`config.mk`:
```
export PLATFORM = sky130hd
export DESIGN_NAME = lpp_ram
export DESIGN_NICKNAME = d
export VERILOG_FILES = /design/src/design/lpp_ram.sv
export SDC_FILE = /design/constraint.sdc
export NUM_CORES = 2
export LEC_CHECK = 0
export BUFFER_PORTS_ARGS = -buffer_cell sky130_fd_sc_hd__buf_2
export CAP_MARGIN = 20
export CORE_MARGIN = 3
export CORE_UTILIZATION = 29
export CTS_CLUSTER_SIZE = 10
export DETAILED_ROUTE_END_ITERATION = 10
export HOLD_SLACK_MARGIN = 0.15
export PLACE_DENSITY = 0.47
export SETUP_SLACK_MARGIN = 0.3
export SLEW_MARGIN = 20
export SYNTH_ARGS = -nofsm -noshare
export SYNTH_HDL_FRONTEND = slang
export SYNTH_SLANG_ARGS = --single-unit
```
`constraint.sdc`:
```
create_clock -name clk -period 7.5 [get_ports clk]
set_clock_uncertainty 0.05 [all_clocks]
set_input_delay 0.75 -clock clk [delete_from_list [all_inputs] [get_ports clk]]
set_output_delay 0.75 -clock clk [all_outputs]
set_load 0.02 [all_outputs]
```
`src/design/lpp_ram.sv`:
```
// Generic single-port RAM with registered read data.
// No dependencies.
`timescale 1ns / 1ps

module lpp_ram #(
    parameter int WIDTH = 8,
    parameter int DEPTH = 256
) (
    input  logic                     clk,
    input  logic                     en,
    input  logic                     we,
    input  logic [$clog2(DEPTH)-1:0] addr,
    input  logic [WIDTH-1:0]         wdata,
    output logic [WIDTH-1:0]         rdata
);

    logic [WIDTH-1:0] mem [DEPTH];
    logic [WIDTH-1:0] rdata_reg;

    always_ff @(posedge clk)
    begin
        if (en)
        begin
            if (we)
            begin
                mem[addr] <= wdata;
            end
            rdata_reg <= mem[addr];
        end
    end

    assign rdata = rdata_reg;

endmodule

```
After elaboration in Yosys (flattened, before gate mapping)
Memories as Yosys holds them, arrays and structs flattened. A register that Yosys moved wholly into a read port is not among the register bits.
Cells that the tools add are included.
Operators by class
  mux-type cells: 3
Operators by type and width (number)
  $mux W1: 3
Storage, ports and cells
  flip-flop bits (word level): 0
  bits in writable memories: 2048
  memories: 1
Memory list
  mem: words 256, width 8, read ports 1, clocked after Yosys merged registers in 1, write ports 1, line 17  | logic [WIDTH-1:0] mem [DEPTH];

Depth between registers and ports, before layout
  depth after elaboration: 3
  depth in mapped cells: 9
  depth with buffers taken out: 5

Worst setup path before layout
Ideal clock, no wire load.
  kind: input to register
  start point: input addr[0]
  end point: memory mem[105][0], enable pin
  arrival: 2.640 ns
  slack: 4.440 ns
  stages: 8
  cell sequence: clkbuf_1 buf_4 buf_4 buf_2 nor3b_1 nand2_1 clkbuf_1 nor2_1
RTL lines
  start: declaration: line 12  | input logic [$clog2(DEPTH)-1:0] addr,
  end: declaration: line 17
No word-level cell before the write port.

==> metrics.cfg <==
[detailed_routing]
ant_nets = 0
wl_per_cell_um = 28.70
drcViolationCount = 0
viasPerCell = 5.037
initialDrtViolationCount = 3852
route.vias.total = 36520
first_pass_iters = 6
wl_mm = 208.1

[cts]
cts_resized = 0
cts_tree = yes
cts.path.max_buffers = 3
holdBufCountCts = 0
clkTransAtPathRegs_ns = 0.06
cts.sinks = 2056
cts_max_level = 4
cts_buffers = 228
clk_latency_ns = 0.87
cts_setup_buffers = 0
cts-root-buf = clkbuf_16

[worst_setup_path]
rr_worst_depth = 5
cp_max_fo = 91
slowest_delay_ns = 0.91
crit_chain = buf_8 > buf_12 > mux4_2 > a22oi_1 > a21oi_1 > o41ai_1 > nand4_1
cpMaxStageDelayCell = o41ai_1
crit_cells = 7
arrival_ns = 4.29
reg2reg_slack_ns = 4.63
critPathLaunchType = primary input
required_ns = 8.03
critical_path.startpoint = addr[0]
path_delay_family = compound AO/OA/AOI/OAI gates
critPathBufInv = 2
crit-reg2reg-launch = mem[124][2]$_DFFE_PP_
end_kind = flop
path_class = primary input to flop
r2r-end = rdata[2]$_DFFE_PP_
crit_end = rdata[2]$_DFFE_PP_

[synth]
synth.top_cell.area_share = 0.7879
netlist-cell-type-count = 21
syn_nets = 3544
yosysTopAreaCell = edfxtp_1
ys_top_cells_by_area = edfxtp_1, mux4_2, a22oi_1
syn-mean-instance-area_sq_um = 22.23
synth_warnings = 0
ys_seq_area_frac = 0.7879
syn_area_sq_um = 78360
syn_inst = 3525
ys_seq_elements = 2056

[cells_and_area]
drive_gt1_frac = 0.2434
multiInputGateArea_sq_um = 15740
final_cells = 7251
largest_register_ffs = 2048
fillers = 25060
area_growth_pct = 13.87
nNetsFinal = 3662
seq_area_sq_um = 61740

[pwr]
internal_power_uw = 18480
seqPwrFrac = 0.539
sw_frac_of_total = 0.2147
total_power_uw = 23530
p_per_area_nw_per_um2 = 263.7
p_leak_uw = 0.02627
switchingPower_uw = 5052
ir_drop_mv = 0.2096
clkPwrFrac = 0.417
combPwrFrac = 0.045

[place]
dp_cells = 6965
finalWeightedCongestion = 0.7382
hpwl_mm = 116.5
numPortBuffers = 26

[timing]
whs_ns = 0.3233
period_share = 0.5002
final_hold_viol_count = 0
fin_tns_setup_ns = 0
worstMarginPinSlew_ns = 1.139
slew_headroom = 0.2389
fmax_ghz = 0.2665
report.final.setup_viol = 0
rsz0062_at_grt = no
period_needed_ns = 3.752
slew_viol_final = 0

[floorplan]
die_w_um = 525.8
io_pins = 27
fp.coreArea_sq_um = 268400
dieArea_sq_um = 276500
initial_core_util = 0.2920
rows = 190
die_h_um = 525.8

[grt]
grtUsageTotal = 0.1490
grt_pass1_vias = 38140
grt_max_degree = 157
antenna_found_initial = 7
grt_overflow = 0
grt_pass1_wl_mm = 296.9

[worst_hold_path]
hold_class = primary input to flop

[status]
status = finished clean

[job]
maxCapViolCount = 0

## metal layers
layer  routed length (um)  GRT usage
met2               100700     0.2391
met3                10560    0.02543
met5                   12          0
met1                92400     0.2108
met4                 4426    0.03664
## cells in the mapped netlist
cell / n
a21oi_1: 128
a22oi_1: 256
and2_1: 2
and4_1: 1
buf_1: 23
buf_2: 39
buf_4: 12
buf_6: 8
clkbuf_1: 143
edfxtp_1: 2056
mux4_2: 512
nand2_1: 30
nand2b_1: 2
nand3_1: 4
nand4_1: 8
nor2_1: 259
nor2b_1: 6
nor3_1: 1
nor3b_1: 2
o41ai_1: 32
or2_2: 1
## cells in the final DEF, fill, tap and decap left out
master and count:
clkinv_2 1, nor2_4 1, inv_16 6, nor2_2 1
clkbuf_16 229, o41ai_2 4, nand2b_2 1, buf_8 10
inv_6 1, clkinv_16 6, nor2b_1 4, nor2b_4 2
nand4_1 8, nand2b_4 1, and2_1 1, clkinv_4 1
nor3_1 1, clkinv_8 1, a22oi_1 256, o41ai_1 28
nor3b_1 2, or2_2 1, buf_4 68, clkinv_1 2
buf_2 18, nand2_1 13, nand2_2 17, nor2_1 257
and2_4 1, diode_2 2, a21oi_1 128, edfxtp_1 2056
mux4_2 512, clkbuf_1 36, and4_1 1, clkinvlp_4 1
nand3_1 4, buf_12 17
## through the flow
| stage | worst slack, ns | instance area, sq um | utilization |
|---|---|---|---|
| floorplan | 4.440 | 78360 | - |
| detailed placement | 2.847 | 83010 | 0.3093 |
| global route | 3.570 | 89230 | 0.3325 |
| CTS | 3.774 | 89230 | 0.3325 |
| global placement | 2.478 | 82970 | 0.3091 |
| finish | 3.748 | 89240 | 0.3325 |
## power by group through the flow
stage               Sequential [uW]  Clock, uW  Combinational [uW]
finish                        12700       9800                1050
global route                  12700      10500                1120
CTS                           12700      10000                1080
detailed placement            12900          0                1080
global placement              12900          0                1060
floorplan                     12900          0                 542
## cell type report
| class | count | area share |
|---|---|---|
| multi-input combinational | 1244 | 0.1763 |
| antenna | 2 | 0.00005609 |
| timing repair buffer | 113 | 0.01223 |
| tap | 3552 | 0.04980 |
| clock inverter | 19 | 0.003968 |
| sequential | 2056 | 0.6919 |
| clock buffer | 265 | 0.06573 |
## worst min-delay path by stage
stage | endpoint | from | slack, ns | cells past startpoint
CTS | rdata[4]$_DFFE_PP_ | en | 0.28 | 1
global route | mem[208][6]$_DFFE_PP_ | wdata[6] | 0.29 | 1
finish | mem[208][6]$_DFFE_PP_ | wdata[6] | 0.32 | 1
global placement | rdata[2]$_DFFE_PP_ | mem[144][2]$_DFFE_PP_ | 1.04 | 6
detailed placement | rdata[0]$_DFFE_PP_ | mem[147][0]$_DFFE_PP_ | 1.03 | 6
floorplan | mem[0][0]$_DFFE_PP_ | wdata[0] | 0.80 | 0
## logic make-up (layout without fill, tap and decap cells)
family,Yosys count,after routing,synth area share
DFF,2056,2056,0.7879
buffers and inverters,225,397,0.01274
and+or+nand+nor,316,316,0.01598
muxes,512,512,0.1471
AOI/OAI and AO/OA,416,416,0.03628
other,0,2,0
No activity file was read; power rests on OpenSTA's default activity.
